File: config.mk
export PLATFORM = sky130hd
export DESIGN_NAME = chfx_prep
export DESIGN_NICKNAME = d
export VERILOG_FILES = /design/src/sv/assert_macros.svh /design/src/sv/chfx_pkg.sv /design/src/sv/chfx_prep.sv
export SDC_FILE = /design/constraint.sdc
export NUM_CORES = 2
export LEC_CHECK = 0
export BUFFER_PORTS_ARGS = -buffer_cell sky130_fd_sc_hd__buf_2
export CORE_MARGIN = 2
export CORE_UTILIZATION = 40
export DETAILED_ROUTE_END_ITERATION = 7
export PLACE_DENSITY = 0.58
export SETUP_SLACK_MARGIN = 0.5
export SYNTH_ARGS = -nofsm -noshare
export SYNTH_HDL_FRONTEND = slang
export SYNTH_SLANG_ARGS = --single-unit
File: constraint.sdc
create_clock -name clk_i -period 4.7 [get_ports clk_i]
set_input_delay 0.94 -clock clk_i [delete_from_list [all_inputs] [get_ports clk_i]]
set_output_delay 0.94 -clock clk_i [all_outputs]
set_load 0.02 [all_outputs]
File: src/sv/assert_macros.svh
// Assertion macros shared by the compass heading RTL.
// Depends on clk_i and rst_ni being visible where a macro is used.
`ifndef ASSERT_MACROS_SVH
`define ASSERT_MACROS_SVH

// same-cycle implication
`define CHFX_ASSERT_IMP(lbl, ante, cons, msg) \
  lbl: assert property (@(posedge clk_i) disable iff (!rst_ni) (ante) |-> (cons)) else $error(msg);

// next-cycle implication
`define CHFX_ASSERT_NXT(lbl, ante, cons, msg) \
  lbl: assert property (@(posedge clk_i) disable iff (!rst_ni) (ante) |=> (cons)) else $error(msg);

`endif

File: src/sv/chfx_pkg.sv
// Shared types and constants of the compass heading pipeline.
// No dependencies; imported by every module of the block.
`default_nettype none

package chfx_pkg;

  localparam int RAW_W     = 16;
  localparam int CFG_W     = 24;
  localparam int PW        = RAW_W + CFG_W;
  localparam int NW        = PW + 1;
  localparam int UW        = PW + 5;
  localparam int ZW        = 32;
  localparam int DEG_FRAC  = 22;
  localparam int DW        = 9;
  localparam int TABLE_LEN = 24;

  localparam logic signed [ZW-1:0] HALF_TURN = 32'sd754974720;
  localparam logic signed [ZW-1:0] FULL_TURN = 32'sd1509949440;

  localparam logic [DW-1:0] DEG_0   = 9'd0;
  localparam logic [DW-1:0] DEG_90  = 9'd90;
  localparam logic [DW-1:0] DEG_180 = 9'd180;
  localparam logic [DW-1:0] DEG_270 = 9'd270;
  localparam logic [DW-1:0] DEG_MAX = 9'd359;

  // atan(2^-i) in degrees, DEG_FRAC fraction bits
  localparam logic signed [ZW-1:0] ATAN_TAB [TABLE_LEN] = '{
    32'sd188743680, 32'sd111421900, 32'sd58872272, 32'sd29884485,
    32'sd15000234,  32'sd7507429,   32'sd3754631,  32'sd1877430,
    32'sd938729,    32'sd469366,    32'sd234683,   32'sd117342,
    32'sd58671,     32'sd29335,     32'sd14668,    32'sd7334,
    32'sd3667,      32'sd1833,      32'sd917,      32'sd458,
    32'sd229,       32'sd115,       32'sd57,       32'sd29
  };

  typedef enum logic {
    REG_X_SCALE = 1'b0,
    REG_Y_SCALE = 1'b1
  } cfg_reg_e;

  typedef struct packed {
    logic signed [UW-1:0] u;
    logic signed [UW-1:0] v;
    logic signed [ZW-1:0] z;
    logic [NW-1:0]        m;
    logic                 spec;
    logic [DW-1:0]        spec_deg;
  } item_t;

endpackage

`default_nettype wire

File: src/sv/chfx_prep.sv
// Scale multiply and special-case classification, two register stages.
// Depends on chfx_pkg.
`default_nettype none

module chfx_prep (
  input  logic                                clk_i,
  input  logic                                rst_ni,
  input  logic [1:0]                          en_i,
  input  logic                                valid_i,
  input  logic signed [chfx_pkg::RAW_W-1:0]   raw_x_i,
  input  logic signed [chfx_pkg::RAW_W-1:0]   raw_y_i,
  input  logic signed [chfx_pkg::CFG_W-1:0]   x_scale_i,
  input  logic signed [chfx_pkg::CFG_W-1:0]   y_scale_i,
  output logic [1:0]                          valid_o,
  output chfx_pkg::item_t                     item_o
);
  import chfx_pkg::*;

  logic [1:0]           valid_q;
  logic signed [PW-1:0] x_d, y_d, x_q, y_q;
  logic [PW-1:0]        ax, ay;
  item_t                item_d, item_q;

  always_comb begin
    x_d = PW'(raw_x_i) * PW'(x_scale_i);
    y_d = PW'(raw_y_i) * PW'(y_scale_i);
  end

  always_comb begin
    ax = x_q[PW-1] ? PW'(-x_q) : PW'(x_q);
    ay = y_q[PW-1] ? PW'(-y_q) : PW'(y_q);
    item_d.m = {1'b0, ax | ay};
    if (x_q[PW-1]) begin
      item_d.u = -UW'(x_q);
      item_d.v = UW'(y_q);
      item_d.z = HALF_TURN;
    end else begin
      item_d.u = UW'(x_q);
      item_d.v = -UW'(y_q);
      item_d.z = '0;
    end
    item_d.spec     = (x_q == '0) || (y_q == '0);
    item_d.spec_deg = DEG_0;
    if (x_q == '0) begin
      if (y_q[PW-1]) begin
        item_d.spec_deg = DEG_90;
      end else if (y_q != '0) begin
        item_d.spec_deg = DEG_270;
      end
    end else if (x_q[PW-1]) begin
      item_d.spec_deg = DEG_180;
    end
  end

  always_ff @(posedge clk_i or negedge rst_ni) begin
    if (!rst_ni) begin
      valid_q <= '0;
    end else begin
      if (en_i[0]) valid_q[0] <= valid_i;
      if (en_i[1]) valid_q[1] <= valid_q[0];
    end
  end

  always_ff @(posedge clk_i) begin
    if (en_i[0] && valid_i) begin
      x_q <= x_d;
      y_q <= y_d;
    end
    if (en_i[1] && valid_q[0]) begin
      item_q <= item_d;
    end
  end

  assign valid_o = valid_q;
  assign item_o  = item_q;

endmodule

`default_nettype wire

==> key figures <==
Logic synthesis
  – Ys Warns: 0
  – Synthesized cell area: 36960 um^2
  – Post-synth EDFFs: 218
  – Syn Inst Count: approximately 3800
  – Syn avg cell area: just under 10 um^2
  – Synthesized flop and latch total: 220
  – Ys async rst share: 0.009091
  – Sequential share of the synthesized area: 0.1785
  – Main flop type after synthesis: edfxtp_1
  – Synth cell types: 73

STA
  – Final Setup Violations: between 60 and 70
  – Tcrit/Tclk final: 1.377
  – Fmax: around 150 MHz
  – Min Tclk post-route: 6.474 ns
  – Normalized max-slew margin: 0.3512
  – Final hold viol count: 0
  – Worst setup margin: -1.774 ns
  – RSZ-0062 raised after global routing: true
  – Final setup skew: approximately 0.029 ns
  – Hold_ws: between 0.15 and 0.2 ns
  – Worst slew pin tran: just under 1 ns
  – Pins Over Slew Limit: 0

Layout
  – Most frequent cells in the layout: inv_1, fa_1, buf_4
  – ANT cells: 0
  – Layout fillers: ~8000
  – Share of cells above drive strength 1: 0.2885
  – Nets: 5489
  – Final Util: 0.5218
  – Most common cell after layout, fill and taps aside: inv_1
  – P&R area growth vs syn: 29.40%

Clock network
  – CTS tree: done
  – Num CTS Buffers: 25
  – H-tree depth: 1
  – Post-CTS Hold Buffers: 0
  – Reg clk slew, reported paths: 0.07 ns
  – Sink Count: 220
  – Root Buffer: clkbuf_16
  – CTS Buffer Depth: 3
  – Worst-skew pair later-pin latency: 0.55 ns

Route
  – Vias per cell: approximately 4.8
  – DR WL/cell: 16.97 um
  – DRT Wirelength: 96.09 mm
  – Post-route ant nets: 0
  – Vias: approximately 27000
  – Drt first-iter violations: approximately 1300
  – Drt drc: 0
  – Drt pass-1 iters: 5

Worst setup path
  – Setup Crit Path Kind: in2reg
  – CP delay by family, top: adder cells
  – CP max-delay cell: fa_1
  – CP required: around 5.0 ns
  – Critical Path Fanout Max: 7
  – CP Launch Type: input pin
  – Most used cell, CP: fa_1
  – CP Cell Sequence: buf_6 > buf_6 > nand2_1 > fa_1 > inv_1 > fa_1 > fa_1 > fa_2 > fa_1 > inv_2 > fa_1 > inv_2 > ha_4 > o21a_1 > o2111ai_4 > buf_6 > nor4bb_4 > o21ai_1 > buf_4 > nand4_1 > a2111o_1 > a31o_2 > a21oi_2 > xnor2_2
  – CP bufs+invs: 7
  – Crit path capture type: register
  – WP data arrival: 6.73 ns
  – Crit path largest cell delay: 0.61 ns

Worst hold path
  – Hold WC Path Type: in2async

Placement
  – PortBufs: 229
  – Routability Congestion: ~0.87
  – Hpwl dp: 80.32 mm

Global route
  – First-pass GRT wire length: between 150 and 200 mm
  – Largest net degree at the start of global routing: 73
  – Grt ovf: 0
  – Antenna violations before repair: 1
  – Overall Global Routing Usage: 0.2079
  – Vias in the first global route: a little under 30000

Run status
  – Run status: complete, but fails checks
  – Failing checks: negative setup slack

Floorplan
  – Boundary pin count: 260
  – Die outline width: just over 300 um
  – DIE HEIGHT: between 300 and 400 um
  – FP Rows: around 110
  – Die area: around 95000 um^2
  – Initial Util: 0.4032
  – Core Region: between 90000 and 100000 um^2

Job
  – Max cap viols: 0
==> cell type report <==
cell class / count / area (um^2) / area share
clock buffers: 27 / 633.1 / 0.01324
clock inverters: 19 / 207.7 / 0.004342
inverters: 881 / 3309 / 0.06919
multi-input cells: 2505 / 28620 / 0.5983
flip-flops and latches: 220 / 6596 / 0.1379
well taps: 1186 / 1484 / 0.03102
repair buffers: 823 / 6983 / 0.1460
==> per-stage QoR <==
step / cells / TNS, ns / worst slack [ns] / instance area [um^2]
final: 5661 / -71.60 / -1.774 / 47830
after global routing: 5661 / -80.73 / -1.934 / 47830
after CTS: 5608 / -68.57 / -1.786 / 46330
after detailed placement: 5505 / -118.16 / -2.660 / 43550
after global placement: 5505 / -116.04 / -2.640 / 43550
after floorplan: 3785 / -70.10 / -1.924 / 38880
==> per-layer routing <==
metal / up-vias / GRT usage / wire, um
met1: 13770 / 0.2824 / 41920
li1: 12570 / - / -
met2: 581 / 0.3604 / 47580
met3: 129 / 0.01862 / 4085
met4: 0 / 0.04867 / 2513
met5: - / 0 / 0
==> kinds of logic (layout without fill, tap and decap cells) <==
logic type,Yosys count,count (layout),synth area share
muxes,3,3,0.0009139
DFF,220,220,0.1785
adders and majority gates,948,948,0.4728
and+or+nand+nor,1054,1054,0.1426
xor gates and xnor gates,189,189,0.04478
other,1,35,0.0001015
AOI/OAI and AO/OA,276,276,0.04902
buffers and inverters,1060,1750,0.1113
==> path summary, 6_finish.rpt <==
| path | start | to | slack, ns | depth (start not counted) |
|---|---|---|---|---|
| max reg2reg | y_q[0] | item_o[2] | 0.82 | 12 |
| max in group asynchronous | rst_ni | valid_o[0] | 4.44 | 1 |
| min in group clk_i | valid_o[1] | valid_o[1] | 0.50 | 1 |
| max | y_scale_i[8] | y_q[38] | -1.77 | 24 |
| min reg2reg | valid_o[1] | valid_o[1] | 0.50 | 1 |
| min | rst_ni | valid_o[1] | 0.17 | 1 |
==> Yosys cell counts (4+ instances only) <==
| cell | count | share of area |
|---|---|---|
| inv_1 | 881 | 0.089 |
| fa_1 | 748 | 0.41 |
| nand2_1 | 467 | 0.047 |
| and2_1 | 308 | 0.052 |
| edfxtp_1 | 218 | 0.18 |
| ha_1 | 200 | 0.068 |
| clkbuf_1 | 137 | 0.014 |
| xnor2_1 | 110 | 0.026 |
| nor2_1 | 107 | 0.011 |
| xor2_1 | 79 | 0.019 |
| a21oi_1 | 73 | 0.0099 |
| nand2b_1 | 62 | 0.010 |
| o21ai_0 | 62 | 0.0084 |
| a21o_1 | 49 | 0.010 |
| buf_4 | 36 | 0.0073 |
| o21bai_1 | 20 | 0.0041 |
| nor3_1 | 18 | 0.0024 |
| and3_1 | 15 | 0.0025 |
| or3_1 | 10 | 0.0017 |
| nand3_1 | 8 | 0.0011 |
| o31ai_1 | 8 | 0.0016 |
| a211oi_1 | 7 | 0.0014 |
| a31oi_1 | 6 | 0.0010 |
| nand4_1 | 6 | 0.0010 |
| nor2b_1 | 6 | 0.0010 |
| nor4_1 | 6 | 0.0010 |
| buf_1 | 5 | 0.00051 |
| o21a_1 | 5 | 0.0010 |
| o31a_1 | 5 | 0.0012 |
| o41ai_1 | 5 | 0.0012 |
| or3_4 | 5 | 0.0015 |
| or4_1 | 5 | 0.0010 |
| a41oi_1 | 4 | 0.00095 |
| o211ai_1 | 4 | 0.00081 |
==> registers in the layout, summed over array words and instances (netlist names) <==
| signal | count |
|---|---|
| x_q | 40 |
| y_q | 40 |
| item_o | 138 |
| valid_o | 2 |
==> repair_timing <==
item | in CTS | in global routing
gates resized for setup | 339 | 273
gates cloned | 4 | 2
setup buffers | 53 | 51
pin swaps | 169 | 142
hold endpoints to repair | 0 | 0
setup endpoints to repair | 66 | 78
Power is left out: the tool's default activity adds up to more than one toggle a clock period on the data nets, which glitch-free logic cannot reach.
