[src/sv/assert_macros.svh]
// Assertion macros shared by the compass heading RTL.
// Depends on clk_i and rst_ni being visible where a macro is used.
`ifndef ASSERT_MACROS_SVH
`define ASSERT_MACROS_SVH

// same-cycle implication
`define CHFX_ASSERT_IMP(lbl, ante, cons, msg) \
  lbl: assert property (@(posedge clk_i) disable iff (!rst_ni) (ante) |-> (cons)) else $error(msg);

// next-cycle implication
`define CHFX_ASSERT_NXT(lbl, ante, cons, msg) \
  lbl: assert property (@(posedge clk_i) disable iff (!rst_ni) (ante) |=> (cons)) else $error(msg);

`endif

[src/sv/chfx_pkg.sv]
// Shared types and constants of the compass heading pipeline.
// No dependencies; imported by every module of the block.
`default_nettype none

package chfx_pkg;

  localparam int RAW_W     = 16;
  localparam int CFG_W     = 24;
  localparam int PW        = RAW_W + CFG_W;
  localparam int NW        = PW + 1;
  localparam int UW        = PW + 5;
  localparam int ZW        = 32;
  localparam int DEG_FRAC  = 22;
  localparam int DW        = 9;
  localparam int TABLE_LEN = 24;

  localparam logic signed [ZW-1:0] HALF_TURN = 32'sd754974720;
  localparam logic signed [ZW-1:0] FULL_TURN = 32'sd1509949440;

  localparam logic [DW-1:0] DEG_0   = 9'd0;
  localparam logic [DW-1:0] DEG_90  = 9'd90;
  localparam logic [DW-1:0] DEG_180 = 9'd180;
  localparam logic [DW-1:0] DEG_270 = 9'd270;
  localparam logic [DW-1:0] DEG_MAX = 9'd359;

  // atan(2^-i) in degrees, DEG_FRAC fraction bits
  localparam logic signed [ZW-1:0] ATAN_TAB [TABLE_LEN] = '{
    32'sd188743680, 32'sd111421900, 32'sd58872272, 32'sd29884485,
    32'sd15000234,  32'sd7507429,   32'sd3754631,  32'sd1877430,
    32'sd938729,    32'sd469366,    32'sd234683,   32'sd117342,
    32'sd58671,     32'sd29335,     32'sd14668,    32'sd7334,
    32'sd3667,      32'sd1833,      32'sd917,      32'sd458,
    32'sd229,       32'sd115,       32'sd57,       32'sd29
  };

  typedef enum logic {
    REG_X_SCALE = 1'b0,
    REG_Y_SCALE = 1'b1
  } cfg_reg_e;

  typedef struct packed {
    logic signed [UW-1:0] u;
    logic signed [UW-1:0] v;
    logic signed [ZW-1:0] z;
    logic [NW-1:0]        m;
    logic                 spec;
    logic [DW-1:0]        spec_deg;
  } item_t;

endpackage

`default_nettype wire

[src/sv/chfx_norm.sv]
// Three steps of the binary normalizing shift that brings max(|u|,|v|) to bit 40.
// Depends on chfx_pkg.
`default_nettype none

module chfx_norm #(
  parameter int FIRST_SHIFT = 32
) (
  input  logic            clk_i,
  input  logic            rst_ni,
  input  logic            en_i,
  input  logic            valid_i,
  input  chfx_pkg::item_t item_i,
  output logic            valid_o,
  output chfx_pkg::item_t item_o
);
  import chfx_pkg::*;

  logic  valid_q;
  item_t item_d, item_q;

  always_comb begin
    item_d = item_i;
    for (int k = 0; k < 3; k++) begin
      if ((item_d.m >> (NW - (FIRST_SHIFT >> k))) == '0) begin
        item_d.u = item_d.u <<< (FIRST_SHIFT >> k);
        item_d.v = item_d.v <<< (FIRST_SHIFT >> k);
        item_d.m = item_d.m << (FIRST_SHIFT >> k);
      end
    end
  end

  always_ff @(posedge clk_i or negedge rst_ni) begin
    if (!rst_ni) begin
      valid_q <= 1'b0;
    end else if (en_i) begin
      valid_q <= valid_i;
    end
  end

  always_ff @(posedge clk_i) begin
    if (en_i && valid_i) begin
      item_q <= item_d;
    end
  end

  assign valid_o = valid_q;
  assign item_o  = item_q;

endmodule

`default_nettype wire

[config.mk]
export PLATFORM = sky130hd
export DESIGN_NAME = chfx_norm
export DESIGN_NICKNAME = d
export VERILOG_FILES = /design/src/sv/assert_macros.svh /design/src/sv/chfx_pkg.sv /design/src/sv/chfx_norm.sv
export SDC_FILE = /design/constraint.sdc
export NUM_CORES = 1
export LEC_CHECK = 0
export ABC_AREA = 1
export BUFFER_PORTS_ARGS = -buffer_cell sky130_fd_sc_hd__clkbuf_2
export CORE_MARGIN = 2
export CORE_UTILIZATION = 40
export CTS_BUF_LIST = sky130_fd_sc_hd__clkbuf_8
export CTS_CLUSTER_DIAMETER = 50
export DETAILED_ROUTE_END_ITERATION = 6
export PLACE_DENSITY = 0.72
export SLEW_MARGIN = 20
export SYNTH_ARGS = -nofsm -noshare
export SYNTH_HDL_FRONTEND = slang
export SYNTH_SLANG_ARGS = --single-unit
[constraint.sdc]
create_clock -name clk_i -period 0.8 [get_ports clk_i]
set_clock_uncertainty 0.05 [all_clocks]
set_input_delay 0.08 -clock clk_i [delete_from_list [all_inputs] [get_ports clk_i]]
set_output_delay 0.08 -clock clk_i [all_outputs]
set_load 0.05 [all_outputs]
==> results of run 1 <==
## metal layers
metal,vias up,global-route usage (%),wire (um)
met5,-,0,17
met4,2,9.92,1270
met3,91,5.81,3490
met2,635,49.2,18000
met1,4602,36.1,13900
li1,4495,-,-
## flip-flops by register name, summed over array words and instances (netlist names)
signal	cells
valid_o	1
item_o	173
## layout by cell type, fill, tap and decap left out, drive strengths merged, types with 3 or more instances in the layout
master,count
clkinv,4
dlygate4sd3,45
a21oi,14
nand3,171
inv,80
nand2,319
buf,180
o21bai,5
o211ai,18
clkbuf,360
or2,5
o21ai,61
nor2,71
nor3,19
bufbuf,3
o31ai,4
a31oi,8
edfxtp,173
## power breakdown
group | leakage (nW) | switching, W | total (W) | internal [W]
logic | 4.87 | 0.00386 | 0.00575 | 0.00189
clock network | 0.208 | 0.00385 | 0.00659 | 0.00274
registers | 1.63 | 0.000237 | 0.0109 | 0.0107
## cell families (layout without fill, tap and decap cells)
group | Yosys count | after routing
AND/OR/NAND/NOR | 585 | 587
flip-flops | 174 | 174
buffers and inverters | 147 | 675
AO/OA/AOI/OAI | 110 | 110
## what timing repair did
item / in CTS / in global routing
gates resized for setup: 116 / 112
setup endpoints to repair: 305 / 478
setup buffers: 25 / 9
gates cloned: 14 / 9
endpoints found under the hold margin: 53 / 4
pin swaps: 9 / 33
## critical path, delay by kind of cell
kind | cells | cell delay, ns
buf+inv | 5 | 0.70
simple gates | 15 | 1.42
compound gates | 1 | 0.16
## through the flow
step | util (%) | worst slack, ns | area (sq um)
floorplan | - | -2.33 | 9290
global placement | 55.6 | -1.85 | 12200
detailed placement | 55.6 | -1.90 | 12200
CTS | 64.5 | -1.26 | 14200
global route | 67.4 | -1.49 | 14800
finish | 67.4 | -1.43 | 14800
## worst max path at each step
stage,endpoint,slack [ns],cells after the start
final,item_o[26],-1.43,21
after global routing,item_o[42],-1.49,17
after CTS,item_o[41],-1.26,22
after floorplan,item_o[0],-2.33,2
after detailed placement,item_o[124],-1.90,18
after global placement,item_o[162],-1.85,19
## area by class of cell
cell class | count | area, sq um
fill | 1668 | 7170
clock inverter | 14 | 168
sequential | 174 | 5220
timing repair buffer | 570 | 4620
inverter | 73 | 292
multi-input combinational | 697 | 3890
clock buffer | 18 | 248
tap | 280 | 350
==> impl_results.md, run 1 <==
- Non-filler cells, final: 1,826
- Ys async rst share: 0.575%
- IO Count: 351
- Synth Area in Compound Gates: 7.02%
- Slew Viols, Final: 0
- Vias in the first global route: 9,234
- Outcome: complete, but fails checks
- Synthesized net count: 1,193
- Critical path endpoint category: register
- FF-to-FF path depth: 2
- Detail Route Antenna Nets: 0
- Per-cell routed wire length: 20.1 um
- Largest net degree at the start of global routing: 63
- Die Span Y: 154 um
- DRC: 0
- RSZ-0062 raised after global routing: yes
- Mux cell area share after synthesis: 0%
- Req. time, crit path: 0.96 ns
- HP Class: primary input to register
- Yosys Warn Count: 0
- Max H-tree Level: 4
- Sequential share of the synthesized area: 58.0%
- Min-Delay Path Depth: 3
- Fin. Hold Viols: 4
- Skew-Pair Late Insertion Delay: 0.46 ns
- Period utilization: 279%
- Worst reg2reg startpoint: valid_o
- Floorplan row count: 54
- CTS sink count: 174
- Total GRT Usage: 28.7%
- Buffers added on ports: 350
- Power per cell area: 1570 nW/um^2
- Post-synth EDFFs: 173
- Simple-gate area share of the yosys netlist: 27.7%
- Vias: 9,825
- Share of post-route cells with drive strength above 1: 47.5%
- Setup violations, final: 478
- Reg2reg setup slack: 0.11 ns
- First DRT Iteration DRCs: 931
- Initial antenna violation count: 1
- Slowest stage cell, crit path: clkbuf_16
- Failing checks: hold timing, setup timing
- First-pass GRT wire length: 51.9 mm
- Post-synthesis xor/xnor area fraction: 0%
- Fin nets: 1,710
- Min-delay src: valid_i
- Worst path most repeated cell: nand2_2
- Worst Setup SP: item_i[20]
- Synth cell count leaders: 317 x nand2_1, 173 x edfxtp_1, 169 x nand3_1, 71 x inv_1, 65 x nor2_1
- Final total power: 0.0233 W
- Synth-to-Final Area Change: 64.3%
- Die area: 23,700 sq um
- Hold Crit Endpoint: valid_o
- Core region area: 22,000 sq um
- Cts bufs inserted: 17
- Die Wd: 154 um
- Setup tns final: -331.43 ns
- Slew @ Worst Pin: 0.599 ns
- Aggregate global routing overflow: 0
- Max-cap viol count: 0
- Max FO, Critical Path: 6
- Worst-path clk slew: 0.11 ns
- Unique masters post-synth: 28
- DP Wirelength: 23.3 mm
- Diodes inserted: 0
- Vias/cell: 5.38
- Cell total after placement: 1,696
- Top-count cell post-synth: nand2_1
- Initial DRT Pass Iterations: 5
- Top cells by area, synth: edfxtp_1 58%, nand2_1 13%, nand3_1 9.4%, o21ai_0 3.2%, inv_1 3.0%
- Adder-Cell Fraction of Synth Area: 0%
- GP Congestion: 0.903
- Critical path class: primary input to register
- Cell Area, Synth: 9000 sq um
- Syn Area/Cell: 8.86 sq um
- CP arrival: 2.39 ns
- CTS tree: yes
- Area leader, netlist: edfxtp_1
- Post-Synthesis Cells: 1,016
- LEAKAGE: 6.71 nW
- Largest family of logic cells by synthesized area: simple AND/OR/NAND/NOR gates
- Worst vdd ir: 0.965 mV
- Crit-path max cell delay: 0.18 ns
- CTS Root Cell: clkbuf_8
- Ys flop type: edfxtp_1
- Synth Register Bits: 174
- Max Clk Rate: 449 MHz
- CTS Hold Bufs: 45
- R2r endpoint: valid_o
- Crit path launch type: primary input
- Total Wirelength: 36.7 mm
- Synth top area share: 57.7%
- CP Cell Sequence: buf_2 -> nor2_4 -> nand2_2 -> nor2_4 -> nand2_2 -> buf_4 -> o21ai_0 -> nand2_1 -> nand2_1 -> nor2_4 -> nand3_4 -> nand2_2 -> nand2_2 -> nand2_2 -> nor2_4 -> buf_12 -> buf_12 -> nand2_8 -> clkbuf_16 -> nand2_1 -> nand2_1
- Max Root-Sink Buffers: 2
- Initial Util: 41.0%
- Fin worst setup slack: -1.43 ns
- Worst hold slack: -0.138 ns
- Final min period: 2.23 ns
- Slew HR: 59.6%
Power figures use the tool's default switching activity.
==> run 2, diff against run 1 <==
ABC_AREA = 0   (was 1)
PLACE_DENSITY = 0.73   (was 0.72)
==> impl_results.md, run 2 <==
- Setup tns final: -198.11 ns
- Worst reg2reg startpoint: valid_o
- CTS Root Cell: clkbuf_8
- Per-cell routed wire length: 29.2 um
- Buffers added on ports: 350
- Vias in the first global route: 9,877
- Unique masters post-synth: 47
- Failing checks: hold timing, setup timing
- Critical path class: primary input to register
- R2r endpoint: valid_o
- Critical path endpoint category: register
- Ys flop type: edfxtp_1
- Top cells by area, synth: edfxtp_1 63%, mux2i_1 3.9%, a221oi_1 3.7%, nand2_1 2.7%, a21oi_1 2.3%
- CTS sink count: 174
- DP Wirelength: 22.5 mm
- Synth-to-Final Area Change: 105%
- Post-synth EDFFs: 173
- Max H-tree Level: 4
- CP arrival: 2.38 ns
- Yosys Warn Count: 0
- Fillcell total: 905
- Syn Area/Cell: 12.8 sq um
- Min-delay src: item_i[28]
- First DRT Iteration DRCs: 1,229
- First-pass GRT wire length: 58.6 mm
- Top-count cell post-synth: edfxtp_1
- FF-to-FF path depth: 1
- Cts bufs inserted: 17
- Max Clk Rate: 467 MHz
- Worst vdd ir: 1.14 mV
- Area leader, netlist: edfxtp_1
- Die Wd: 148 um
- Ys async rst share: 0.575%
- Synth Register Bits: 174
- Hold Crit Endpoint: item_o[36]
- Final min period: 2.14 ns
- Initial antenna violation count: 2
- Detail Route Antenna Nets: 0
- Outcome: complete, but fails checks
- Total Wirelength: 46.4 mm
- Worst-path clk slew: 0.11 ns
- Initial DRT Pass Iterations: 6
- Max-cap viol count: 0
- IO Count: 351
- Cell total after placement: 1,390
- Post-Synthesis Cells: 647
- Core region area: 20,300 sq um
- Worst hold slack: -0.0649 ns
- Die area: 21,900 sq um
- Largest net degree at the start of global routing: 28
- Synthesized net count: 824
- Sequential share of the synthesized area: 62.8%
- Floorplan row count: 52
- Slew @ Worst Pin: 0.558 ns
- Non-filler cells, final: 1,586
- Vias: 10,057
- Fin. Hold Viols: 11
- Slew HR: 62.7%
- Power per cell area: 1420 nW/um^2
- Synth cell count leaders: 173 x edfxtp_1, 60 x nand2_1, 39 x a21oi_1, 39 x o21ai_0, 35 x a221oi_1
- CTS Hold Bufs: 85
- LEAKAGE: 6.91 nW
- Min-Delay Path Depth: 3
- Setup violations, final: 306
- Period utilization: 267%
- Synth top area share: 62.5%
- DRC: 0
- CTS tree: yes
- Crit path launch type: primary input
- Initial Util: 40.9%
- Reg2reg setup slack: -0.04 ns
- Max reg flops: 173
- Final total power: 0.0242 W
- GP Congestion: 0.915
- Share of post-route cells with drive strength above 1: 64.2%
- Skew-Pair Late Insertion Delay: 0.46 ns
- HP Class: primary input to register
- Req. time, crit path: 1.04 ns
- Slew Viols, Final: 0
- Fin nets: 1,479
- Die Span Y: 148 um
- Max Root-Sink Buffers: 2
- Cell Area, Synth: 8310 sq um
- Most frequent cells in the layout: 173 x edfxtp_1, 165 x clkbuf_2, 144 x buf_4
- Max FO, Critical Path: 6
- Fin worst setup slack: -1.34 ns
- Most common cell after layout, fill and taps aside: edfxtp_1
- Aggregate global routing overflow: 0
- RSZ-0062 raised after global routing: yes
- Vias/cell: 6.34
- Total GRT Usage: 35.4%
==> run 2: cell types whose count changed after synthesis, sizes merged, moves of 29 or more <==
cell,before,now
inv,73,2
nor2,71,23
nand2,318,60
mux2i,0,32
buf,53,24
nand3,170,20
a221oi,0,42
==> run 2: routing by layer <==
layer,track usage [%],wire length (um)
met1,41.2,14800
met2,61.4,22400
met3,8.77,5300
met4,17.0,3870
met5,0,0
==> run 2: area by class of cell <==
cell class	count	area [sq um]	share of cell area, %
repair buffers	687	7070	41.5
clock buffers	17	234	1.37
inverters	2	7.51	0.0440
flip-flops and latches	174	5220	30.6
clock inverters	14	149	0.873
diodes	2	5.00	0.0293
well taps	270	338	1.98
multi-input cells	420	4030	23.6
==> run 2: cells by family after synthesis <==
| group | share of synthesized area (%) |
|---|---|
| buf+inv | 3.36 |
| compound gates | 19.5 |
| simple gates | 10.4 |
| mux | 3.99 |
| flops | 62.8 |
==> run 2: power breakdown <==
group	total (W)	internal, W	switching, W
combinational	0.00675	0.00288	0.00387
clock	0.00630	0.00233	0.00397
sequential	0.0112	0.0107	0.000421
==> run 2: worst max-delay path by stage <==
stage | from | endpoint | slack [ns] | cells after the start
3_3_place_gp | item_i[28] | item_o[167] | -1.63 | 6
4_1_cts | item_i[31] | item_o[165] | -1.16 | 8
5_1_grt | item_i[45] | item_o[127] | -1.34 | 10
2_1_floorplan | item_i[28] | item_o[120] | -1.42 | 7
3_5_place_dp | item_i[28] | item_o[165] | -1.66 | 7
6_report | item_i[45] | item_o[46] | -1.34 | 10
==> run 2: through the flow <==
| stage | cell area, sq um | utilization, % | setup WS (ns) |
|---|---|---|---|
| after floorplan | 8770 | - | -1.42 |
| after global placement | 12000 | 59.1 | -1.63 |
| after detailed placement | 12000 | 59.1 | -1.66 |
| after CTS | 16000 | 78.8 | -1.16 |
| after global routing | 17100 | 84.0 | -1.34 |
| final | 17100 | 84.0 | -1.34 |
==> run 2: timing repair <==
action / 4_1_cts / 5_1_grt
pin swaps: 55 / 49
setup endpoints to repair: 306 / 306
setup buffers: 35 / 44
endpoints found under the hold margin: 105 / 19
cloned: 13 / 3
resized for setup: 517 / 269
==> run 2: worst max-delay path: stages <==
cell and delay [ns]:
buf_6 0.10, or4_4 0.57, or4_4 0.61, buf_4 0.18
buf_6 0.11, buf_6 0.11, a211oi_4 0.19, buf_6 0.19
nand2_2 0.09, o211ai_1 0.14
