**src/sv/assert_macros.svh**
```systemverilog
// Assertion macros shared by the compass heading RTL.
// Depends on clk_i and rst_ni being visible where a macro is used.
`ifndef ASSERT_MACROS_SVH
`define ASSERT_MACROS_SVH

// same-cycle implication
`define CHFX_ASSERT_IMP(lbl, ante, cons, msg) \
  lbl: assert property (@(posedge clk_i) disable iff (!rst_ni) (ante) |-> (cons)) else $error(msg);

// next-cycle implication
`define CHFX_ASSERT_NXT(lbl, ante, cons, msg) \
  lbl: assert property (@(posedge clk_i) disable iff (!rst_ni) (ante) |=> (cons)) else $error(msg);

`endif

```
**src/sv/chfx_pkg.sv**
```systemverilog
// Shared types and constants of the compass heading pipeline.
// No dependencies; imported by every module of the block.
`default_nettype none

package chfx_pkg;

  localparam int RAW_W     = 16;
  localparam int CFG_W     = 24;
  localparam int PW        = RAW_W + CFG_W;
  localparam int NW        = PW + 1;
  localparam int UW        = PW + 5;
  localparam int ZW        = 32;
  localparam int DEG_FRAC  = 22;
  localparam int DW        = 9;
  localparam int TABLE_LEN = 24;

  localparam logic signed [ZW-1:0] HALF_TURN = 32'sd754974720;
  localparam logic signed [ZW-1:0] FULL_TURN = 32'sd1509949440;

  localparam logic [DW-1:0] DEG_0   = 9'd0;
  localparam logic [DW-1:0] DEG_90  = 9'd90;
  localparam logic [DW-1:0] DEG_180 = 9'd180;
  localparam logic [DW-1:0] DEG_270 = 9'd270;
  localparam logic [DW-1:0] DEG_MAX = 9'd359;

  // atan(2^-i) in degrees, DEG_FRAC fraction bits
  localparam logic signed [ZW-1:0] ATAN_TAB [TABLE_LEN] = '{
    32'sd188743680, 32'sd111421900, 32'sd58872272, 32'sd29884485,
    32'sd15000234,  32'sd7507429,   32'sd3754631,  32'sd1877430,
    32'sd938729,    32'sd469366,    32'sd234683,   32'sd117342,
    32'sd58671,     32'sd29335,     32'sd14668,    32'sd7334,
    32'sd3667,      32'sd1833,      32'sd917,      32'sd458,
    32'sd229,       32'sd115,       32'sd57,       32'sd29
  };

  typedef enum logic {
    REG_X_SCALE = 1'b0,
    REG_Y_SCALE = 1'b1
  } cfg_reg_e;

  typedef struct packed {
    logic signed [UW-1:0] u;
    logic signed [UW-1:0] v;
    logic signed [ZW-1:0] z;
    logic [NW-1:0]        m;
    logic                 spec;
    logic [DW-1:0]        spec_deg;
  } item_t;

endpackage

`default_nettype wire

```
**src/sv/chfx_cordic_stage.sv**
```systemverilog
// One vectoring CORDIC rotation with its angle table entry.
// Depends on chfx_pkg.
`default_nettype none

module chfx_cordic_stage #(
  parameter int STAGE = 0
) (
  input  logic            clk_i,
  input  logic            rst_ni,
  input  logic            en_i,
  input  logic            valid_i,
  input  chfx_pkg::item_t item_i,
  output logic            valid_o,
  output chfx_pkg::item_t item_o
);
  import chfx_pkg::*;

  logic                 valid_q;
  item_t                item_d, item_q;
  logic signed [UW-1:0] du, dv;

  always_comb begin
    item_d = item_i;
    du = item_i.v >>> STAGE;
    dv = item_i.u >>> STAGE;
    if (!item_i.v[UW-1]) begin
      item_d.u = item_i.u + du;
      item_d.v = item_i.v - dv;
      item_d.z = item_i.z + ATAN_TAB[STAGE];
    end else begin
      item_d.u = item_i.u - du;
      item_d.v = item_i.v + dv;
      item_d.z = item_i.z - ATAN_TAB[STAGE];
    end
  end

  always_ff @(posedge clk_i or negedge rst_ni) begin
    if (!rst_ni) begin
      valid_q <= 1'b0;
    end else if (en_i) begin
      valid_q <= valid_i;
    end
  end

  always_ff @(posedge clk_i) begin
    if (en_i && valid_i) begin
      item_q <= item_d;
    end
  end

  assign valid_o = valid_q;
  assign item_o  = item_q;

endmodule

`default_nettype wire

```
**config.mk**
```make
export PLATFORM = sky130hd
export DESIGN_NAME = chfx_cordic_stage
export DESIGN_NICKNAME = d
export VERILOG_FILES = /design/src/sv/assert_macros.svh /design/src/sv/chfx_pkg.sv /design/src/sv/chfx_cordic_stage.sv
export SDC_FILE = /design/constraint.sdc
export NUM_CORES = 1
export LEC_CHECK = 0
export BUFFER_PORTS_ARGS = -buffer_cell sky130_fd_sc_hd__buf_2
export CAP_MARGIN = 10
export CORE_ASPECT_RATIO = 0.8
export CORE_MARGIN = 2
export CORE_UTILIZATION = 30
export DETAILED_ROUTE_END_ITERATION = 12
export PLACE_DENSITY = 0.53
export SLEW_MARGIN = 20
export SYNTH_ARGS = -nofsm -noshare
export SYNTH_HDL_FRONTEND = slang
export SYNTH_SLANG_ARGS = --single-unit
```
**constraint.sdc**
```tcl
create_clock -name clk_i -period 0.8 [get_ports clk_i]
set_clock_uncertainty 0.2 [all_clocks]
set_input_delay 0.16 -clock clk_i [delete_from_list [all_inputs] [get_ports clk_i]]
set_output_delay 0.16 -clock clk_i [all_outputs]
set_load 0.02 [all_outputs]
```
==> impl_metrics.env, run 1 <==
export IMPL_r2r_cells=1
export IMPL_hold_path_depth=2
export IMPL_fin_setup_tns_ns=-234.99
export IMPL_hold_path_end="valid_o$_DFFE_PN0P_"
export IMPL_p_per_area_nw_per_um2=1476
export IMPL_async_flop_share_pct=0.5780
export IMPL_cap_violations=0
export IMPL_cts_sink_count=173
export IMPL_cp_max_fo=5
export IMPL_synthTopCellsByArea="edfxtp_1 (36%), ha_1 (14%), a21oi_1 (6.5%), xnor2_1 (4.7%), inv_1 (3.5%)"
export IMPL_port_buffers=350
export IMPL_max_freq_ghz=0.3830
export IMPL_hold_viol=10
export IMPL_vias_per_cell=5.037
export IMPL_setup_ws_ns=-1.811
export IMPL_rsz0062_at_grt="yes"
export IMPL_startpoint_type="primary input"
export IMPL_synthCells=1549
export IMPL_synth_main_ff_cell="edfxtp_1"
export IMPL_path_class="primary input to flip-flop"
export IMPL_worst_hold_slack_ns=-0.2646
export IMPL_hp_class="primary input to flip-flop"
export IMPL_cts_tree="yes"
export IMPL_synth_simple_area_share_pct=12.57
export IMPL_fin_util_pct=58.53
export IMPL_min_from="valid_i"
export IMPL_antenna_found_initial=2
export IMPL_clk_latency_ns=0.48
export IMPL_drt_first_pass_iters=5
export IMPL_clock_path_buffers=2
export IMPL_relSlewSlack_pct=34.37
export IMPL_path_clk_slew_ns=0.08
export IMPL_r2r_end="valid_o$_DFFE_PN0P_"
export IMPL_tightest_slew_ns=0.9721
export IMPL_violations="hold timing, setup timing"
export IMPL_start_util_pct=30.37
export IMPL_synth_edf_count=172
export IMPL_ant_nets=0
export IMPL_yosys_warnings=0
export IMPL_wl_per_cell_um=20.43
export IMPL_remaining_drc_errors=0
export IMPL_fp_dieArea_um2=49340
export IMPL_place_area_um2=22300
export IMPL_fin_area_um2=27510
export IMPL_r2r_setup_slack_ns=-0.19
export IMPL_grt_pass1_vias=16340
export IMPL_nets=2957
export IMPL_syn_to_final_growth_pct=92.74
export IMPL_status="finished with violations"
export IMPL_drive_gt1_share_pct=56.74
export IMPL_coreArea_um2=46990
export IMPL_synth_mux_area_share_pct=2.192
export IMPL_synth_common_cells="a21oi_1 (186), edfxtp_1 (172), ha_1 (156), inv_1 (132), nor2_1 (121)"
export IMPL_ys_types=90
export IMPL_synth_compound_area_share_pct=23.29
export IMPL_grt_overflow_total=0
export IMPL_drt_total_wl_um=66490
export IMPL_die_x_um=247.9
export IMPL_ys_seq_area_share_pct=36.37
export IMPL_clockRootBuffer="clkbuf_16"
export IMPL_first_iter_violations=1071
export IMPL_yosysMostFrequentCell="a21oi_1"
export IMPL_pin_count=351
export IMPL_vias=16390
export IMPL_ir_worst_vdd_mv=1.804
export IMPL_critPathArrivalTime_ns=2.65
export IMPL_track_usage_pct=25.71
export IMPL_yosysTopAreaCell="edfxtp_1"
export IMPL_setup_viol=283
export IMPL_ys_ff_latch=173
export IMPL_endpoint_kind="flip-flop"
export IMPL_hpwlAfterDp_um=52350
export IMPL_period_needed_ns=2.611
export IMPL_die_h_um=199.1
export IMPL_fin_crit_sh_pct=326.3
export IMPL_cts_made_buffers=17
export IMPL_synth_top_family_by_area="compound AO/OA/AOI/OAI gates"
export IMPL_power_leakage_nw=12.01
export IMPL_cts_max_level=4
export IMPL_yosys_area_share_xor_xnor_pct=5.585
export IMPL_synth_fa_ha_area_share_pct=14.24
export IMPL_synth_net_count=1886
export IMPL_timing_rr_start="valid_o$_DFFE_PN0P_"
export IMPL_postCtsHoldBufs=76
export IMPL_grt_pass1_wl_um=94790
export IMPL_syn_avg_cell_area_um2=9.213
export IMPL_synth_area_um2=14270
export IMPL_gp_congestion=0.9637
export IMPL_grt_max_degree=42
export IMPL_rows=71
export IMPL_required_ns=0.84
export IMPL_yosysTopAreaCellShare_pct=36.19
export IMPL_final_max_slew_viol_count=0
==> critical path, stage by stage <==
cell	delay, ns
buf_8	0.11
ha_4	0.16
fa_2	0.34
nor2b_4	0.15
o21ai_4	0.18
nand3b_1	0.19
a2111oi_4	0.45
nor2b_4	0.09
a21oi_4	0.21
buf_4	0.16
o21ai_4	0.06
o21ai_2	0.26
xnor2_1	0.12
==> flip-flops by register name, indices dropped and copies added, names as in the netlist <==
signal / flops
valid_o: 1
item_o: 172
==> kinds of logic (layout without fill, tap and decap cells) <==
logic type	count (synthesis)	in the layout
AOI/OAI and AO/OA	516	516
and+or+nand+nor	370	370
buffers and inverters	208	1292
adders and majority gates	160	160
other	0	2
xor gates and xnor gates	91	91
muxes	31	31
DFF	173	173
==> per-layer routing <==
metal	GRT usage [%]	wire length, um	up-vias
li1	-	-	7795
met1	35.22	30100	7931
met2	40.82	29980	597
met3	4.848	4813	71
met4	8.161	1593	0
met5	0	0	-
==> per-stage QoR <==
stage | worst slack [ns] | std cells | total power [mW]
after floorplan | -1.853 | 1549 | 19.51
final | -1.811 | 3255 | 40.59
after detailed placement | -2.491 | 3061 | 27.11
after global routing | -1.827 | 3255 | 42.39
after global placement | -2.477 | 3061 | 27.03
after CTS | -1.729 | 3217 | 38.87
==> layout by cell type (no fill, tap or decap), drive strengths merged, types with 29 or more instances in the layout <==
cell and instances:
nor3 33, o21ai 106, xnor2 77, nand2 86, mux2i 29, inv 141
edfxtp 172, buf 1042, ha 156, nor2 122, o21bai 36, dlygate4sd3 74
a21oi 189
==> area by class of cell <==
cell class | instances | area, um^2
fill | 4032 | 19490
multi-input combinational | 1168 | 11010
timing repair buffer | 1119 | 9268
sequential | 173 | 5191
tap | 620 | 775.7
inverter | 141 | 621.8
clock buffer | 18 | 429.2
clock inverter | 14 | 202.7
antenna | 2 | 5.005
==> where the power goes <==
group          leakage [nW]  switching (mW)  total [mW]  internal (mW)
Sequential             1.63           0.448        11.6           11.2
Combinational          10.1            10.0        19.7           9.74
Clock                 0.304            4.16        9.20           5.04
==> repair_timing <==
item / in CTS / in global routing
endpoints found under the setup margin: 271 / 305
gates resized for setup: 385 / 365
gates cloned: 0 / 2
endpoints found under the hold margin: 90 / 9
pin swaps: 127 / 134
buffers inserted: 58 / 59
==> worst max path at each step <==
stage,start,end,slack (ns),cells after the start
floorplan,item_i[83],item_o[158]$_DFFE_PP_,-1.85,11
global route,item_i[128],item_o[166]$_DFFE_PP_,-1.83,13
CTS,item_i[128],item_o[109]$_DFFE_PP_,-1.73,12
global placement,item_i[128],item_o[109]$_DFFE_PP_,-2.48,12
detailed placement,item_i[83],item_o[109]$_DFFE_PP_,-2.49,12
finish,item_i[128],item_o[154]$_DFFE_PP_,-1.81,13
Power figures use the tool's default switching activity.
==> run 2: changes to the inputs <==
CORE_UTILIZATION = 36   (was 30)
PLACE_DENSITY = 0.61   (was 0.53)
==> impl_metrics.env, run 2 (synthesized netlist as in run 1, its figures left out) <==
export IMPL_r2r_cells=1
export IMPL_hold_path_depth=2
export IMPL_slowest_stage="a2111oi_4"
export IMPL_critPathArrivalTime_ns=2.63
export IMPL_track_usage_pct=31.30
export IMPL_worst_hold_slack_ns=-0.2666
export IMPL_crit_chain="buf_8 > buf_4 > fa_2 > nor2b_4 > o21ai_4 > buf_6 > nand3b_1 > a2111oi_4 > nor2b_4 > a21oi_4 > buf_4 > o2111ai_2 > a21oi_2 > xnor2_1"
export IMPL_layout_commonest_cell="buf_4"
export IMPL_top_usage_layer="met2"
export IMPL_die_x_um=226.6
export IMPL_cp_top_family="compound AO/OA/AOI/OAI gates"
export IMPL_drt_first_pass_iters=5
export IMPL_relSlewSlack_pct=34.80
export IMPL_ir_worst_vdd_mv=1.468
export IMPL_grt_overflow_total=0
export IMPL_pin_count=351
export IMPL_die_h_um=182.1
export IMPL_preCtsSetupSlack_ns=-2.436
export IMPL_cp_depth=14
export IMPL_startpoint_type="primary input"
export IMPL_rsz0062_at_grt="yes"
export IMPL_path_class="primary input to flip-flop"
export IMPL_vias=16920
export IMPL_fin_crit_sh_pct=324.9
export IMPL_remaining_drc_errors=0
export IMPL_clockRootBuffer="clkbuf_16"
export IMPL_max_freq_ghz=0.3848
export IMPL_wl_per_cell_um=22.56
export IMPL_antenna_found_initial=6
export IMPL_port_buffers=350
export IMPL_clock_path_buffers=2
export IMPL_ant_nets=0
export IMPL_fin_setup_tns_ns=-241.58
export IMPL_fin_cells=3157
export IMPL_total_power_mw=40.12
export IMPL_final_max_slew_viol_count=0
export IMPL_fin_util_pct=69.35
export IMPL_status="finished with violations"
export IMPL_syn_to_final_growth_pct=90.89
export IMPL_cts_made_buffers=17
export IMPL_gp_congestion=1.003
export IMPL_fp_dieArea_um2=41260
export IMPL_postCtsHoldBufs=74
export IMPL_hold_viol=11
export IMPL_drive_gt1_share_pct=56.04
export IMPL_largest_reg_flops=172
export IMPL_vias_per_cell=5.359
export IMPL_hpwlAfterDp_um=52080
export IMPL_clk_latency_ns=0.46
export IMPL_grt_pass1_vias=16500
export IMPL_start_util_pct=36.33
export IMPL_cts_tree="yes"
export IMPL_worst_path_buf_inv=4
export IMPL_violations="hold timing, setup timing"
export IMPL_rows=65
export IMPL_cp_max_fo=5
export IMPL_grt_use_met2_pct=51.41
export IMPL_cap_violations=0
export IMPL_grt_max_degree=39
export IMPL_coreArea_um2=39280
export IMPL_path_clk_slew_ns=0.08
export IMPL_first_iter_violations=1218
export IMPL_drt_total_wl_um=71240
export IMPL_met3_usage_pct=6.488
export IMPL_tightest_slew_ns=0.9657
export IMPL_cts_max_level=4
export IMPL_hp_class="primary input to flip-flop"
export IMPL_cts_sink_count=173
export IMPL_setup_ws_ns=-1.799
export IMPL_grt_pass1_wl_um=96820
export IMPL_num_fill_cells=2935
export IMPL_cp_slowest_stage_delay_ns=0.44
export IMPL_endpoint_kind="flip-flop"
export IMPL_setup_viol=453
export IMPL_required_ns=0.83
export IMPL_met1_usage_pct=41.66
export IMPL_period_needed_ns=2.599
export IMPL_multi_input_area_um2=10910
export IMPL_final_cell_mix="buf_4 (602), buf_6 (213), buf_2 (177), edfxtp_1 (172), ha_1 (110)"
export IMPL_nets=2940
export IMPL_final_seq_area_um2=5191
export IMPL_power_leakage_nw=11.95
export IMPL_dp_cells=2965
export IMPL_p_per_area_nw_per_um2=1473
run 2: cell count changes in the layout (fill, tap and decap cells not counted), moves of 6 or more:
cell     change
mux2i_4      -6
o21ai_2      +6
xnor2_1     +10
mux2i_1      +6
buf_4       -19
xnor2_2     -11
run 2: report_power, final:
| part | internal [mW] | switching (mW) | leakage [nW] |
|---|---|---|---|
| combinational | 9.64 | 10.2 | 10.1 |
| sequential | 11.2 | 0.499 | 1.63 |
| clock | 4.39 | 4.21 | 0.271 |
| total | 25.2 | 14.9 | 12.0 |
run 2: final timing paths:
check                                        end           startpoint  slack [ns]
max                        item_o[166]$_DFFE_PP_           item_i[84]       -1.80
min                          valid_o$_DFFE_PN0P_              valid_i       -0.27
max reg2reg                  valid_o$_DFFE_PN0P_  valid_o$_DFFE_PN0P_       -0.19
min reg2reg                  valid_o$_DFFE_PN0P_  valid_o$_DFFE_PN0P_        0.35
max in group asynchronous    valid_o$_DFFE_PN0P_               rst_ni        0.50
min in group asynchronous    valid_o$_DFFE_PN0P_               rst_ni       -0.19
run 2: area by class of cell:
cell class / count / share of cell area [%]
well taps: 536 / 2.462
multi-input cells: 1168 / 40.06
inverters: 141 / 2.296
clock inverters: 12 / 0.4593
repair buffers: 1102 / 34.02
flip-flops and latches: 173 / 19.06
clock buffers: 20 / 1.603
diodes: 5 / 0.04593
run 2: per-stage QoR:
step	instance area (um^2)	hold WS (ns)
6_report	27240	-0.2666
5_1_grt	27240	-0.2722
4_1_cts	25410	-0.2764
3_5_place_dp	22090	-0.2644
3_3_place_gp	22090	-0.2654
2_1_floorplan	15660	-0.3356
run 2: what timing repair did:
| item | in CTS | in global routing |
|---|---|---|
| endpoints found under the setup margin | 304 | 353 |
| gates cloned | 0 | 8 |
| endpoints found under the hold margin | 80 | 12 |
| pin swaps | 113 | 121 |
| resized for setup | 375 | 380 |
| buffers inserted | 55 | 55 |
run 2: per-layer routing:
metal  up-vias  wire length (um)
met3       111              5229
li1       7770                 -
met5         -                12
met4         2              2146
met2       739             33730
met1      8297             30120
==> run 3: changes to the inputs <==
CORE_MARGIN = default   (was 2)
==> impl_metrics.env, run 3 (synthesized netlist as in run 1, its figures left out) <==
export IMPL_worst_hold_slack_ns=-0.2603
export IMPL_rows=64
export IMPL_vias_per_cell=5.422
export IMPL_grt_max_degree=46
export IMPL_path_clk_slew_ns=0.07
export IMPL_layout_commonest_cell="buf_4"
export IMPL_cts_sink_count=173
export IMPL_cp_max_fo=3
export IMPL_syn_to_final_growth_pct=94.82
export IMPL_hp_class="primary input to flip-flop"
export IMPL_clockRootBuffer="clkbuf_16"
export IMPL_multi_input_area_um2=11070
export IMPL_rsz0062_at_grt="yes"
export IMPL_drive_gt1_share_pct=57.50
export IMPL_tightest_slew_ns=0.6095
export IMPL_setup_ws_ns=-1.809
export IMPL_final_max_slew_viol_count=0
export IMPL_drt_total_wl_um=72550
export IMPL_num_fill_cells=2728
export IMPL_cp_depth=14
export IMPL_startpoint_type="primary input"
export IMPL_p_per_area_nw_per_um2=1474
export IMPL_first_iter_violations=1410
export IMPL_clock_path_buffers=2
export IMPL_violations="hold timing, setup timing"
export IMPL_relSlewSlack_pct=58.73
export IMPL_grt_overflow_total=0
export IMPL_postCtsHoldBufs=74
export IMPL_port_buffers=350
export IMPL_grt_pass1_vias=16850
export IMPL_startpoint="item_i[84]"
export IMPL_gp_congestion=0.9853
export IMPL_ant_nets=0
export IMPL_hold_path_depth=2
export IMPL_wl_per_cell_um=22.69
export IMPL_fin_crit_sh_pct=326.1
export IMPL_pin_count=351
export IMPL_final_cell_mix="buf_4 (636), buf_6 (219), buf_2 (182), edfxtp_1 (172), ha_1 (116)"
export IMPL_critPathArrivalTime_ns=2.62
export IMPL_cp_slowest_stage_delay_ns=0.30
export IMPL_required_ns=0.82
export IMPL_die_h_um=180.1
export IMPL_ir_worst_vdd_mv=1.594
export IMPL_endpoint_kind="flip-flop"
export IMPL_hpwlAfterDp_um=51370
export IMPL_vias=17340
export IMPL_fp_dieArea_um2=40450
export IMPL_remaining_drc_errors=0
export IMPL_period_needed_ns=2.609
export IMPL_start_util_pct=36.90
export IMPL_clk_latency_ns=0.47
export IMPL_antenna_found_initial=2
export IMPL_grt_pass1_wl_um=99440
export IMPL_path_class="primary input to flip-flop"
export IMPL_crit_top_cell="buf_4"
export IMPL_slowest_stage="o31a_1"
export IMPL_nets=2990
export IMPL_final_seq_area_um2=5191
export IMPL_drt_first_pass_iters=5
export IMPL_status="finished with violations"
export IMPL_cts_made_buffers=17
export IMPL_setup_viol=461
export IMPL_cap_violations=0
export IMPL_cts_max_level=4
export IMPL_min_from="en_i"
export IMPL_worst_path_buf_inv=4
export IMPL_r2r_cells=2
export IMPL_die_x_um=224.6
export IMPL_total_power_mw=40.99
export IMPL_power_leakage_nw=12.26
export IMPL_track_usage_pct=32.41
export IMPL_timing_rr_start="valid_o$_DFFE_PN0P_"
export IMPL_fin_cells=3198
export IMPL_crit_chain="buf_12 > clkinvlp_4 > ha_4 > nor2b_4 > o2111ai_4 > buf_4 > a21oi_2 > o31a_1 > a311oi_2 > o31ai_1 > buf_4 > a31oi_1 > o31ai_2 > xnor2_1"
export IMPL_cp_top_family="compound AO/OA/AOI/OAI gates"
export IMPL_dp_cells=2971
export IMPL_max_freq_ghz=0.3833
export IMPL_cts_tree="yes"
export IMPL_largest_reg_flops=172
export IMPL_hold_viol=12
export IMPL_coreArea_um2=38680
## run 3: cell count changes in the layout (fill, tap and decap cells not counted), sizes merged
cell | previous run | this run
diode | 5 | 4
clkinv | 6 | 10
bufbuf | 0 | 1
buf | 1022 | 1070
inv | 143 | 141
clkbuf | 26 | 25
## run 3: power breakdown
part           internal [mW]  total (mW)  switching (mW)  leakage [nW]
clock                   4.42        8.79            4.37         0.279
combinational           10.1        20.5            10.4          10.4
sequential              11.2        11.7           0.537          1.63
## run 3: metrics by stage
stage | instance area (um^2) | hold WS [ns] | TNS (ns) | util [%] | setup slack [ns]
floorplan | 15660 | -0.3356 | -346.65 | - | -1.853
global placement | 22220 | -0.2626 | -278.93 | 57.44 | -2.435
detailed placement | 22220 | -0.2612 | -283.38 | 57.44 | -2.478
CTS | 25720 | -0.2563 | -231.44 | 66.51 | -1.704
global route | 27800 | -0.2720 | -252.13 | 71.87 | -1.868
finish | 27800 | -0.2603 | -244.10 | 71.88 | -1.809
## run 3: what timing repair did
action,4_1_cts,5_1_grt
gates cloned,1,5
buffers inserted,81,76
pin swaps,162,153
hold endpoints to repair,80,12
setup endpoints to repair,297,332
gates resized for setup,407,401
## run 3: layer usage
metal | share of wire (%) | wire length (um) | GRT usage (%) | vias up
met2 | 46 | 33620 | 53.49 | 864
met1 | 42 | 30790 | 43.59 | 8455
met3 | 7.6 | 5540 | 5.674 | 154
met4 | 3.6 | 2602 | 8.544 | 0
li1 | - | - | - | 7865
met5 | 0 | 0 | 0 | -
## run 3: final timing paths
| path | slack [ns] | to |
|---|---|---|
| hold reg to reg | 0.45 | valid_o$_DFFE_PN0P_ |
| setup reg to reg | -0.31 | valid_o$_DFFE_PN0P_ |
| setup / recovery | -1.81 | item_o[169]$_DFFE_PP_ |
| hold / removal | -0.26 | valid_o$_DFFE_PN0P_ |
| min in group asynchronous | -0.18 | valid_o$_DFFE_PN0P_ |
| max in group asynchronous | 0.48 | valid_o$_DFFE_PN0P_ |
## run 3: final cells by class
type / instances / area share, %
tap: 528 / 2.376
clock inverter: 14 / 0.5535
timing repair buffer: 1152 / 34.76
antenna: 4 / 0.03600
multi-input combinational: 1168 / 39.80
clock buffer: 18 / 1.544
inverter: 141 / 2.264
sequential: 173 / 18.67
## run 3: worst reg2reg max path: cells and delay by family (launching register included)
kind	cells	cell delay, ns
buffers and inverters	1	0.12
flip-flops	1	0.43
multiplexers	1	0.25
